### src/hw/rtl/i2cmbe_pkg.sv
// shared types and constants for the i2c master bit engine
// no dependencies; imported by i2c_master_bit_engine_core
package i2cmbe_pkg;

  localparam int unsigned BITS_PER_BYTE = 8;
  localparam int unsigned BIT_CNT_W     = $clog2(BITS_PER_BYTE);

  localparam int unsigned CMD_W      = 3;
  localparam int unsigned BYTE_W     = 8;
  localparam int unsigned IN_DATA_W  = 16;
  localparam int unsigned OUT_DATA_W = 16;

  // command codes as carried in the request; codes 1 to 6 double as the active primitive
  typedef enum logic [CMD_W-1:0] {
    OP_IDLE    = 3'd0,
    OP_START   = 3'd1,
    OP_STOP    = 3'd2,
    OP_SEND    = 3'd3,
    OP_WAITACK = 3'd4,
    OP_SENDACK = 3'd5,
    OP_RECV    = 3'd6,
    OP_UNUSED  = 3'd7
  } op_e;

  // command code 0 is a delay-slot tick
  localparam op_e CMD_TICK = OP_IDLE;

  typedef logic [BIT_CNT_W-1:0] bit_cnt_t;

endpackage

### src/hw/rtl/i2c_master_bit_engine_core.sv
// i2c master line engine: start/stop/byte/ack primitives paced by tick requests
// depends on i2cmbe_pkg
//
//  channel  | dir | tdata fields (lsb first)                            | tlast/tuser
//  s_axis   | in  | cmd[3] tx_byte[8] ack_level[1] sda_in[1] pad[3]     | none
//  m_axis   | out | scl sda busy rx_data[8] ack_seen done rejected pad2 | none
//
// every request is turned into one result: the state update
// and the result word come from one combinational step off the engine registers
// and land in the output register at the same edge.
// a new request is taken each cycle while the output register is empty or drained.
// reset leaves the engine idle with both lines released and no result pending.
// a stalled master side holds the result and back-pressures the slave side.
module i2c_master_bit_engine_core
  import i2cmbe_pkg::*;
(
  input  logic                  clk_i,
  input  logic                  rst_ni,
  input  logic                  s_axis_tvalid_i,
  output logic                  s_axis_tready_o,
  // cmd[2:0] tx_byte[10:3] ack_level[11] sda_in[12] zero[15:13]
  input  logic [IN_DATA_W-1:0]  s_axis_tdata_i,
  output logic                  m_axis_tvalid_o,
  input  logic                  m_axis_tready_i,
  // scl_level[0] sda_level[1] busy_res[2] rx_data[10:3] ack_seen[11]
  // done_res[12] rejected[13] zero[15:14]
  output logic [OUT_DATA_W-1:0] m_axis_tdata_o
);

  op_e               op_q, op_d;
  logic [1:0]        phase_q, phase_d;
  bit_cnt_t          bit_q, bit_d;
  logic [BYTE_W-1:0] tx_q, tx_d;
  logic [BYTE_W-1:0] rx_q, rx_d;
  logic              scl_q, scl_d;
  logic              sda_q, sda_d;
  logic              ack_q, ack_d;

  logic                  out_vld_q;
  logic [OUT_DATA_W-1:0] out_data_q, out_data_d;

  logic [CMD_W-1:0]  in_cmd;
  logic [BYTE_W-1:0] in_tx;
  logic              in_ack_lvl;
  logic              in_sda;
  logic              accept;
  logic              done;
  logic              rej;
  logic              last_bit;

  assign in_cmd     = s_axis_tdata_i[2:0];
  assign in_tx      = s_axis_tdata_i[10:3];
  assign in_ack_lvl = s_axis_tdata_i[11];
  assign in_sda     = s_axis_tdata_i[12];

  assign s_axis_tready_o = !out_vld_q || m_axis_tready_i;
  assign accept          = s_axis_tvalid_i && s_axis_tready_o;
  assign last_bit        = (bit_q == bit_cnt_t'(BITS_PER_BYTE - 1));

  always_comb begin
    op_d    = op_q;
    phase_d = phase_q;
    bit_d   = bit_q;
    tx_d    = tx_q;
    rx_d    = rx_q;
    scl_d   = scl_q;
    sda_d   = sda_q;
    ack_d   = ack_q;
    done    = 1'b0;
    rej     = 1'b0;

    case (op_e'(in_cmd))
      CMD_TICK: begin
        case (op_q)
          OP_START: begin
            if (phase_q == 2'd0) begin
              sda_d   = 1'b0;
              phase_d = 2'd1;
            end else begin
              scl_d = 1'b0;
              done  = 1'b1;
            end
          end
          OP_STOP: begin
            if (phase_q == 2'd0) begin
              sda_d   = 1'b1;
              phase_d = 2'd1;
            end else begin
              done = 1'b1;
            end
          end
          OP_SEND: begin
            case (phase_q)
              2'd0: begin
                sda_d   = tx_q[BYTE_W-1];
                phase_d = 2'd1;
              end
              2'd1: begin
                scl_d   = 1'b1;
                tx_d    = {tx_q[BYTE_W-2:0], 1'b0};
                phase_d = 2'd2;
              end
              default: begin
                scl_d = 1'b0;
                if (last_bit) begin
                  done = 1'b1;
                end else begin
                  bit_d   = bit_q + bit_cnt_t'(1);
                  phase_d = 2'd0;
                end
              end
            endcase
          end
          OP_WAITACK: begin
            if (phase_q == 2'd0) begin
              ack_d   = in_sda;
              scl_d   = 1'b0;
              phase_d = 2'd1;
            end else begin
              done = 1'b1;
            end
          end
          OP_SENDACK: begin
            case (phase_q)
              2'd0: begin
                scl_d   = 1'b1;
                phase_d = 2'd1;
              end
              2'd1: begin
                scl_d   = 1'b0;
                sda_d   = 1'b1;
                phase_d = 2'd2;
              end
              default: begin
                done = 1'b1;
              end
            endcase
          end
          OP_RECV: begin
            if (phase_q == 2'd0) begin
              rx_d    = {rx_q[BYTE_W-2:0], in_sda};
              scl_d   = 1'b0;
              phase_d = 2'd1;
            end else if (last_bit) begin
              done = 1'b1;
            end else begin
              scl_d   = 1'b1;
              bit_d   = bit_q + bit_cnt_t'(1);
              phase_d = 2'd0;
            end
          end
          default: begin
            // idle tick does nothing
          end
        endcase
        if (done) begin
          op_d    = OP_IDLE;
          phase_d = 2'd0;
          bit_d   = '0;
        end
      end
      OP_START, OP_STOP, OP_SEND, OP_WAITACK, OP_SENDACK, OP_RECV: begin
        if (op_q != OP_IDLE) begin
          rej = 1'b1;
        end else begin
          op_d    = op_e'(in_cmd);
          phase_d = 2'd0;
          bit_d   = '0;
          case (op_e'(in_cmd))
            OP_START: begin
              sda_d = 1'b1;
              scl_d = 1'b1;
            end
            OP_STOP: begin
              sda_d = 1'b0;
              scl_d = 1'b1;
            end
            OP_SEND: begin
              tx_d  = in_tx;
              scl_d = 1'b0;
            end
            OP_SENDACK: begin
              sda_d = in_ack_lvl;
              scl_d = 1'b0;
            end
            OP_RECV: begin
              rx_d  = '0;
              sda_d = 1'b1;
              scl_d = 1'b1;
            end
            default: begin
              // wait-ack: release sda so the slave can drive it
              sda_d = 1'b1;
              scl_d = 1'b1;
            end
          endcase
        end
      end
      default: begin
        // unused code, ignored without a reject
      end
    endcase

    out_data_d = {2'b00, rej, done, ack_d, rx_d, (op_d != OP_IDLE), sda_d, scl_d};
  end

  always_ff @(posedge clk_i or negedge rst_ni) begin
    if (!rst_ni) begin
      op_q      <= OP_IDLE;
      phase_q   <= 2'd0;
      bit_q     <= '0;
      tx_q      <= '0;
      rx_q      <= '0;
      scl_q     <= 1'b1;
      sda_q     <= 1'b1;
      ack_q     <= 1'b0;
      out_vld_q <= 1'b0;
    end else begin
      if (accept) begin
        op_q    <= op_d;
        phase_q <= phase_d;
        bit_q   <= bit_d;
        tx_q    <= tx_d;
        rx_q    <= rx_d;
        scl_q   <= scl_d;
        sda_q   <= sda_d;
        ack_q   <= ack_d;
      end
      if (accept) begin
        out_vld_q <= 1'b1;
      end else if (m_axis_tready_i) begin
        out_vld_q <= 1'b0;
      end
    end
  end

  always_ff @(posedge clk_i) begin
    if (accept) begin
      out_data_q <= out_data_d;
    end
  end

  assign m_axis_tvalid_o = out_vld_q;
  assign m_axis_tdata_o  = out_data_q;

endmodule

### config.mk
export PLATFORM = sky130hd
export DESIGN_NAME = i2c_master_bit_engine_core
export DESIGN_NICKNAME = d
export VERILOG_FILES = /design/src/hw/rtl/i2cmbe_pkg.sv /design/src/hw/rtl/i2c_master_bit_engine_core.sv
export SDC_FILE = /design/constraint.sdc
export NUM_CORES = 1
export LEC_CHECK = 0
export ABC_CLOCK_PERIOD_IN_PS = 2800
export BUFFER_PORTS_ARGS = -buffer_cell sky130_fd_sc_hd__buf_2
export CAP_MARGIN = 20
export CORE_ASPECT_RATIO = 1.4
export CORE_MARGIN = 2
export CORE_UTILIZATION = 40
export DETAILED_ROUTE_END_ITERATION = 10
export GPL_TIMING_DRIVEN = 0
export SKIP_LAST_GASP = 1
export SLEW_MARGIN = 15
export SYNTH_ARGS = -nofsm -noshare
export SYNTH_HDL_FRONTEND = slang
export SYNTH_SLANG_ARGS = --single-unit
### constraint.sdc
create_clock -name clk_i -period 2.8 [get_ports clk_i]
set_clock_uncertainty 0.2 [all_clocks]
set_input_delay 0.42 -clock clk_i [delete_from_list [all_inputs] [get_ports clk_i]]
set_output_delay 0.42 -clock clk_i [all_outputs]
set_load 0.005 [all_outputs]
Word-level counts from Yosys, hierarchy flattened. Cells that the tools add are included. Widths: inputs -> output; s select.

Register bits after elaboration: 42. Bits of input ports: 20. Output and inout bits: 18. Word-level logic and storage cells: 113.

$add $sub $neg: 1. Eq/ne operators: 24. Mux-type cells: 60. Reductions and logical operators: 16.

Operators with widths (number): $mux 8 (8); $pmux 8 s2 (2); $mux 1 (23); $eq 3x3->1 const B (7); $mux 3 (7); $pmux 3 s2 (3); $reduce_and 6->1 (3); $eq 3x2->1 const B (4); $ne 4x4->1 const B (3); $pmux 2 s2 (3); $mux 2 (5); $pmux 1 s2 (4); $pmux 1 s4 (2); $pmux 2 s4 (1); $eq 3x1->1 const B (2); $ne 6x3->1 const B (1); $reduce_bool 3->1 (2); $reduce_or 6->1 (1); $ne 5x5->1 const B (1); $pmux 1 s5 (1); $ne 2x1->1 const B (2); $ne 2x2->1 const B (2); $ne 4x2->1 const B (1); $reduce_bool 2->1 (2); 10 further kinds (11).

Depth between registers and ports, before layout. Gate-level depths: netlist of the first run.

Word-level depth: 8. Gate-level depth with buffers: 9. Depth with buffers taken out: 7.

Least setup slack after synthesis of the first run. Ideal clock, no wire load.

Kind: input -> register. From: input port m_axis_tready_i. To: register phase_q[1]. Arrival: 1.869 ns. Data required time: 2.475 ns. Setup slack: 0.606 ns. Stages on the path: 6. Buffers on the path: 0. Cell sequence: nand2b_1 -> nand2_1 -> clkinv_1 -> o211ai_1 -> a31oi_2 -> mux2_2.

Cells in the longest elaborated chain, start to end: 3.

RTL lines: start: declaration (RTL line i2c_master_bit_engine_core.sv:24) `input logic m_axis_tready_i,`; $logic_or 1x1->1 (RTL line i2c_master_bit_engine_core.sv:56) `assign s_axis_tready_o = !out_vld_q || m_axis_tready_i;`; $logic_and 1x1->1 (RTL line i2c_master_bit_engine_core.sv:57) `assign accept = s_axis_tvalid_i && s_axis_tready_o;`; net accept (RTL line i2c_master_bit_engine_core.sv:46) `logic accept;`; $reduce_and 6->1 (no line); end signal: assignment (RTL line i2c_master_bit_engine_core.sv:221) `phase_q <= phase_d;`; end: declaration (RTL line i2c_master_bit_engine_core.sv:31) `logic [1:0] phase_q, phase_d;`.

The timed path passes the listed nets, and every way through them passes these cells. A chain may end at the register's enable or synchronous reset.

Worst setup path after layout of the first run.
From: register op_q[0]. To: register phase_q[1].

Cells in the longest elaborated chain, start to end: 6. Elaborated cells on any way between the ends: 18. Those cells by class: 10 x eq/ne; 5 x mux; 3 x reduce/logical.

RTL lines: start: declaration (RTL line i2c_master_bit_engine_core.sv:30) `op_e op_q, op_d;`; start signal: assignment (RTL line i2c_master_bit_engine_core.sv:220) `op_q <= op_d;`; $eq 3x3->1 (tied with other cells) (RTL line i2c_master_bit_engine_core.sv:74) `case (op_q)`; $reduce_or 3->1 (no line); $pmux 1 s4 (RTL line i2c_master_bit_engine_core.sv:74); $mux 1 (RTL line i2c_master_bit_engine_core.sv:72) `case (op_e'(in_cmd))`; $ne 6x3->1 (no line) (tied with other cells); $reduce_and 6->1 (no line) or $pmux 2 s2 (tied branches).

Several ways; a longest one is shown, not always the timed one. The select of a mux whose other input is x is not followed.

==> reports/summary.json, run 1 <==
{
  "cts-root-buf": {"value": "clkbuf_8"},
  "worst_setup_hold_path_clk_slew": {"value": 0.09, "unit": "ns"},
  "place.port_buffers": {"value": 31},
  "clock_tree_from_tritoncts": {"value": "built"},
  "timing.final.hold_violations": {"value": 0},
  "synth.top_cells.by_area": {"value": "dfrtp_1 28%, edfxtp_1 18%, a22o_1 6.3%"},
  "detailedRoute.firstIterationViolations": {"value": 116},
  "rsz0062_at_grt": {"value": "false"},
  "synth_area_per_cell": {"value": 10.59, "unit": "sq um"},
  "effective_utilization_at_floorplan": {"value": 40.87, "unit": "%"},
  "power_density": {"value": 816.9, "unit": "nW/um^2"},
  "avgRoutedWirePerCell": {"value": 15.98, "unit": "um"},
  "tritoncts_num_sinks": {"value": 42},
  "worst_r2r_endpoint": {"value": "phase_q[1]"},
  "ir_drop": {"value": 0.4087, "unit": "mV"},
  "synthFlopType": {"value": "dfrtp_1"},
  "vias_in_the_first_global_route": {"value": 1682},
  "n_fill_cell": {"value": 573},
  "firstDrtPassIters": {"value": 4},
  "report.final.setup_viol": {"value": 0},
  "cts_max_path_buffers": {"value": 2},
  "critPathBufInv": {"value": 1},
  "worst_path_largest_cell_delay": {"value": 0.48, "unit": "ns"},
  "final_critical_delay_including_setup_and_external_delays": {"value": 2.452, "unit": "ns"},
  "timing.max_slew.rel_slack": {"value": 50.16, "unit": "%"},
  "critPathArrivalTime": {"value": 2.45, "unit": "ns"},
  "setup.worst_path.class": {"value": "flip-flop to flip-flop"},
  "maximum_fanout_along_the_worst_path": {"value": 10},
  "global_route_usage_sum": {"value": 17.47, "unit": "%"},
  "numCtsBuffers": {"value": 5},
  "synth_largest_area_cell": {"value": "dfrtp_1"},
  "period_share": {"value": 87.57, "unit": "%"},
  "post-cts-setup-buffer-count": {"value": 0},
  "insertion_delay": {"value": 0.31, "unit": "ns"},
  "rows": {"value": 33},
  "synth_cells": {"value": 223},
  "weighted_congestion_reported_at_the_end_of_routability_driven_placement": {"value": 0.9259},
  "reg2reg_slack": {"value": 0.35, "unit": "ns"},
  "synth_largest_type_area_fraction": {"value": 27.54, "unit": "%"},
  "min_path_type": {"value": "input port to flip-flop"},
  "setup.worst_path.start": {"value": "op_q[0]"},
  "post-layout-total-power": {"value": 2.227, "unit": "mW"},
  "cap_viol_max_count": {"value": 0},
  "via_total_after_detailed_routing": {"value": 1842},
  "total_leakage_power": {"value": 1.185, "unit": "nW"},
  "reg2reg_depth": {"value": 6},
  "seq_area_frac_synth": {"value": 47.56, "unit": "%"},
  "yosys_register_bits": {"value": 42},
  "average_via_count_per_standard_cell": {"value": 5.515},
  "grt_start_max_net_pins": {"value": 29},
  "layout_commonest_cell": {"value": "buf_2"},
  "worst_path_cell_with_the_longest_stage_delay": {"value": "or3_1"},
  "fmax": {"value": 407.8, "unit": "MHz"},
  "timing.critical_path.to_type": {"value": "flip-flop"},
  "r2r_start": {"value": "op_q[0]"},
  "critPathTopFamily": {"value": "compound AO/OA/AOI/OAI gates"},
  "synthToLayoutAreaGrowth": {"value": 15.41, "unit": "%"},
  "yosys_warnings": {"value": 0},
  "ys_async_sr_fraction": {"value": 66.67, "unit": "%"},
  "fp.coreArea": {"value": 5781, "unit": "sq um"},
  "crit_cells": {"value": 6},
  "layout.nets": {"value": 285},
  "antenna_violating_nets_post_route": {"value": 0},
  "grt-ovfl-total": {"value": 0},
  "depth_of_the_cts_h_tree": {"value": 2},
  "tightestPinTransition": {"value": 0.7430, "unit": "ns"},
  "critical_path.startpoint_type": {"value": "flip-flop"},
  "crit_chain": {"value": "buf_2, or3_1, o21ai_2, o211ai_1, a31oi_2, mux2_2"},
  "dp_hpwl": {"value": 3.892, "unit": "mm"},
  "critPathCapture": {"value": "phase_q[1]"},
  "die_height": {"value": 94.93, "unit": "um"},
  "die-width": {"value": 68.95, "unit": "um"},
  "edff_count_synth": {"value": 14},
  "fin_tns_setup": {"value": 0, "unit": "ns"},
  "boundaryPins": {"value": 38},
  "antennaDiodeCount": {"value": 0},
  "grt_first_pass_wirelength": {"value": 8.438, "unit": "mm"},
  "timing_max_transition_violations_final": {"value": 0},
  "run_status": {"value": "completed"},
  "die-area": {"value": 6545, "unit": "sq um"},
  "final_layout_size_suffix_gt1_share": {"value": 28.03, "unit": "%"},
  "post_synth_num_cell_types": {"value": 62},
  "route.final.wire_length": {"value": 5.337, "unit": "mm"},
  "antenna_violations_before_repair": {"value": 0},
  "required": {"value": 2.80, "unit": "ns"},
  "drt_drc_violations_left": {"value": 0},
  "netlist_area": {"value": 2362, "unit": "sq um"},
  "commonest_cells_after_routing_fill_and_taps_aside": {"value": "37 x buf_2, 26 x dfrtp_1, 17 x a22o_1"}
}
[synthesized netlist by cell type (all sizes together), types with 2 or more instances]
cell	count
and2	3
nor3b	2
or3	3
dfstp	2
o21ai	12
a22o	17
clkbuf	6
edfxtp	14
mux2i	11
nand3	4
nand4	2
buf	13
a21oi	9
o211ai	2
o22ai	3
nor3	6
o21a	3
ha	2
a31oi	6
inv	7
dfrtp	26
a221oi	2
mux2	5
nor2	15
nand2b	5
and3	3
nand2	18
[logic make-up after synthesis]
family / synth area share, %
adders and majority gates: 1.059
AOI/OAI and AO/OA: 22.88
and+or+nand+nor: 15.04
buffers and inverters: 5.879
other: 0.1587
DFF: 47.56
muxes: 7.045
xor gates and xnor gates: 0.3708
[worst register-to-register path: stages (launching register included)]
cell and delay, ns:
dfrtp_1 0.40, buf_2 0.19, or3_1 0.48, o21ai_2 0.24, o211ai_1 0.19, a31oi_2 0.28, mux2_2 0.36
[repair_timing]
item | CTS | global route
hold buffers | 1 | 0
resized for setup | 0 | 0
endpoints found under the hold margin | 26 | 0
[layout make-up]
cell class / count / area [sq um] / share of cell area [%]
tap: 70 / 87.58 / 3.212
multi-input combinational: 155 / 1104 / 40.48
clock inverter: 2 / 13.76 / 0.5048
inverter: 8 / 30.03 / 1.101
clock buffer: 6 / 93.84 / 3.442
timing repair buffer: 32 / 165.2 / 6.058
buffer: 19 / 108.9 / 3.993
sequential: 42 / 1124 / 41.21
[sequential cells by signal, indices dropped and copies added, names as in the netlist]
signal           count
m_axis_tdata_o      14
rx_q                 8
tx_q                 8
bit_q                3
op_q                 3
phase_q              2
ack_q                1
m_axis_tvalid_o      1
scl_q                1
sda_q                1
[how the worst min path moves through the flow]
stage,start,endpoint,depth (start not counted)
2_1_floorplan,rst_ni,ack_q,0
3_3_place_gp,tx_q[6],tx_q[6],2
3_5_place_dp,tx_q[6],tx_q[6],2
4_1_cts,s_axis_tvalid_i,m_axis_tvalid_o,2
5_1_grt,s_axis_tvalid_i,m_axis_tvalid_o,2
6_report,s_axis_tvalid_i,m_axis_tvalid_o,2
[metal layers]
layer / global-route usage [%] / vias to the layer above / routed length, um / share of wire [%]
met4: 6.699 / 0 / 98 / 1.8
li1: - / 904 / - / -
met1: 21.53 / 888 / 2213 / 41
met2: 29.65 / 41 / 2824 / 53
met3: 3.099 / 9 / 200 / 3.7
met5: 0 / - / 0 / 0
[metrics by stage]
step	utilization, %	std cells	worst slack [ns]	area [sq um]	hold slack [ns]
2_1_floorplan	-	224	0.6064	2366	-0.07559
3_3_place_gp	45.13	325	0.1031	2609	0.2650
3_5_place_dp	45.13	325	0.1111	2609	0.2688
4_1_cts	47.16	334	0.3462	2726	0.1076
5_1_grt	47.16	334	0.1767	2726	0.1113
6_report	47.16	334	0.3479	2726	0.1125
[power by group]
| part | internal, mW | total (mW) | switching (mW) | leakage [nW] |
|---|---|---|---|---|
| sequential | 0.799 | 0.905 | 0.106 | 0.498 |
| clock | 0.231 | 0.456 | 0.224 | 0.0567 |
| combinational | 0.342 | 0.867 | 0.525 | 0.630 |
Power figures use the tool's default switching activity.
==> run 2, diff against run 1 <==
CORE_UTILIZATION = 50   (was 40)
PLACE_DENSITY = 0.72   (was unset)
SETUP_SLACK_MARGIN = 0.4   (was unset)
==> reports/summary.json, run 2 (synthesis results as in run 1) <==
{
  "die-width": {"value": 62.09, "unit": "um", "change": "-9.9%"},
  "cap_viol_max_count": {"value": 0, "change": "unchanged"},
  "detailedRoute.firstIterationViolations": {"value": 72, "change": "-38%"},
  "cts_max_path_buffers": {"value": 2, "change": "unchanged"},
  "weighted_congestion_reported_at_the_end_of_routability_driven_placement": {"value": 0.8854, "change": "-4.4%"},
  "average_via_count_per_standard_cell": {"value": 5.714, "change": "+3.6%"},
  "run_status": {"value": "completed"},
  "crit_chain": {"value": "buf_2, or3_4, o21ai_4, o211ai_1, a31oi_2, mux2_2"},
  "fp.coreArea": {"value": 4536, "unit": "sq um", "change": "-22%"},
  "route.final.wire_length": {"value": 5.158, "unit": "mm", "change": "-3.4%"},
  "antenna_violating_nets_post_route": {"value": 0, "change": "unchanged"},
  "fmax": {"value": 425.5, "unit": "MHz", "change": "+4.3%"},
  "post-layout-total-power": {"value": 2.271, "unit": "mW", "change": "+2.0%"},
  "insertion_delay": {"value": 0.31, "unit": "ns", "change": "about the same"},
  "report.final.setup_viol": {"value": 0, "change": "unchanged"},
  "place.port_buffers": {"value": 31, "change": "unchanged"},
  "layout_commonest_cell": {"value": "buf_2"},
  "layout.nets": {"value": 288, "change": "+1.1%"},
  "timing.max_slew.rel_slack": {"value": 55.74, "unit": "%", "change": "+5.6 points"},
  "critical_path.startpoint_type": {"value": "flip-flop"},
  "final_critical_delay_including_setup_and_external_delays": {"value": 2.350, "unit": "ns", "change": "-0.1022 ns"},
  "post-place-ws": {"value": 0.08127, "unit": "ns", "change": "-0.02985 ns"},
  "worst_setup_hold_path_clk_slew": {"value": 0.09, "unit": "ns", "change": "about the same"},
  "post-place-cells": {"value": 317, "change": "-2.5%"},
  "fin_tns_setup": {"value": 0, "unit": "ns", "change": "unchanged"},
  "grt_start_max_net_pins": {"value": 29, "change": "unchanged"},
  "largest_reg_flops": {"value": 14, "change": "unchanged"},
  "effective_utilization_at_floorplan": {"value": 52.08, "unit": "%", "change": "+11 points"},
  "drt_drc_violations_left": {"value": 0, "change": "unchanged"},
  "grt-ovfl-total": {"value": 0, "change": "unchanged"},
  "tightestPinTransition": {"value": 0.6639, "unit": "ns", "change": "-0.07911 ns"},
  "final-instance-count-excl-fill": {"value": 329, "change": "-1.5%"},
  "required": {"value": 2.80, "unit": "ns", "change": "about the same"},
  "timing_max_transition_violations_final": {"value": 0, "change": "unchanged"},
  "synthToLayoutAreaGrowth": {"value": 17.16, "unit": "%"},
  "period_share": {"value": 83.93, "unit": "%", "change": "-3.6 points"},
  "critPathTopFamily": {"value": "compound AO/OA/AOI/OAI gates"},
  "min_path_type": {"value": "input port to flip-flop"},
  "depth_of_the_cts_h_tree": {"value": 2, "change": "unchanged"},
  "worst_path_cell_with_the_longest_stage_delay": {"value": "dfrtp_1"},
  "power_density": {"value": 820.5, "unit": "nW/um^2", "change": "+0.45%"},
  "critPathArrivalTime": {"value": 2.35, "unit": "ns", "change": "-0.10 ns"},
  "timing.critical_path.to_type": {"value": "flip-flop"},
  "firstDrtPassIters": {"value": 4, "change": "unchanged"},
  "final_layout_size_suffix_gt1_share": {"value": 30.71, "unit": "%", "change": "+2.7 points"},
  "grt_first_pass_wirelength": {"value": 8.645, "unit": "mm", "change": "+2.5%"},
  "die-area": {"value": 5298, "unit": "sq um", "change": "-19%"},
  "worst_path_largest_cell_delay": {"value": 0.44, "unit": "ns", "change": "-0.04 ns"},
  "antenna_violations_before_repair": {"value": 0, "change": "unchanged"},
  "maximum_fanout_along_the_worst_path": {"value": 10, "change": "unchanged"},
  "timing.final.hold_violations": {"value": 0, "change": "unchanged"},
  "cts-root-buf": {"value": "clkbuf_8"},
  "n_fill_cell": {"value": 390, "change": "-32%"},
  "setup.worst_path.class": {"value": "flip-flop to flip-flop"},
  "rsz0062_at_grt": {"value": "false"},
  "vias_in_the_first_global_route": {"value": 1821, "change": "+8.3%"},
  "clock_tree_from_tritoncts": {"value": "built"},
  "rows": {"value": 29, "change": "-12%"},
  "ir_drop": {"value": 0.6068, "unit": "mV", "change": "+48%"},
  "via_total_after_detailed_routing": {"value": 1880, "change": "+2.1%"},
  "global_route_usage_sum": {"value": 21.47, "unit": "%", "change": "+4.0 points"},
  "commonest_cells_after_routing_fill_and_taps_aside": {"value": "37 x buf_2, 25 x dfrtp_1, 17 x a22o_1"},
  "antennaDiodeCount": {"value": 0, "change": "unchanged"},
  "tritoncts_num_sinks": {"value": 42, "change": "unchanged"},
  "die_height": {"value": 85.33, "unit": "um", "change": "-10%"},
  "numCtsBuffers": {"value": 5, "change": "unchanged"},
  "final.setup.worst_slack": {"value": 0.4501, "unit": "ns", "change": "+0.1022 ns"},
  "dp_hpwl": {"value": 3.632, "unit": "mm", "change": "-6.7%"},
  "avgRoutedWirePerCell": {"value": 15.68, "unit": "um", "change": "-1.9%"},
  "total_leakage_power": {"value": 1.212, "unit": "nW", "change": "+2.3%"},
  "boundaryPins": {"value": 38, "change": "unchanged"},
  "critPathBufInv": {"value": 1, "change": "unchanged"}
}
run 2: power breakdown:
part	internal, mW	total (mW)	switching (mW)
Sequential	0.800	0.920	0.120
Combinational	0.366	0.896	0.530
Clock	0.231	0.455	0.223
run 2: metal layers:
metal	part of all wire [%]	GRT usage, %	vias up	wire length, um
met2	51	34.56	65	2622
met5	0	0	-	0
met1	40	26.30	885	2064
met4	4.0	10.64	0	205
li1	-	-	912	-
met3	5.1	4.421	18	265
run 2: layout make-up:
type	count	area (sq um)	share of cell area, %
tap	62	77.57	2.803
sequential	42	1125	40.64
clock buffer	6	93.84	3.391
clock inverter	2	13.76	0.4973
multi-input combinational	155	1129	40.78
timing repair buffer	35	187.7	6.781
buffer	19	110.1	3.978
inverter	8	31.28	1.130
run 2: path summary, 6_finish.rpt:
| check | from | end | slack, ns | cells past startpoint |
|---|---|---|---|---|
| max in group asynchronous | rst_ni | op_q[1] | 1.45 | 2 |
| max reg2reg | op_q[0] | phase_q[1] | 0.45 | 6 |
| min | s_axis_tvalid_i | m_axis_tvalid_o | 0.13 | 2 |
| min reg2reg | tx_q[6] | tx_q[6] | 0.29 | 2 |
| min in group asynchronous | rst_ni | phase_q[1] | 0.47 | 2 |
| max | op_q[0] | phase_q[1] | 0.45 | 6 |
run 2: metrics by stage:
stage | instance area, sq um | utilization, % | hold slack [ns]
CTS | 2734 | 60.28 | 0.1294
finish | 2768 | 61.02 | 0.1338
detailed placement | 2599 | 57.30 | 0.2713
global placement | 2599 | 57.30 | 0.2647
floorplan | 2366 | - | -0.07559
global route | 2768 | 61.02 | 0.1217
run 2: what timing repair did:
item,4_1_cts,5_1_grt
gates resized for setup,2,6
endpoints found under the setup margin,12,23
hold endpoints to repair,26,0
setup buffers,2,1
hold buffers,1,0
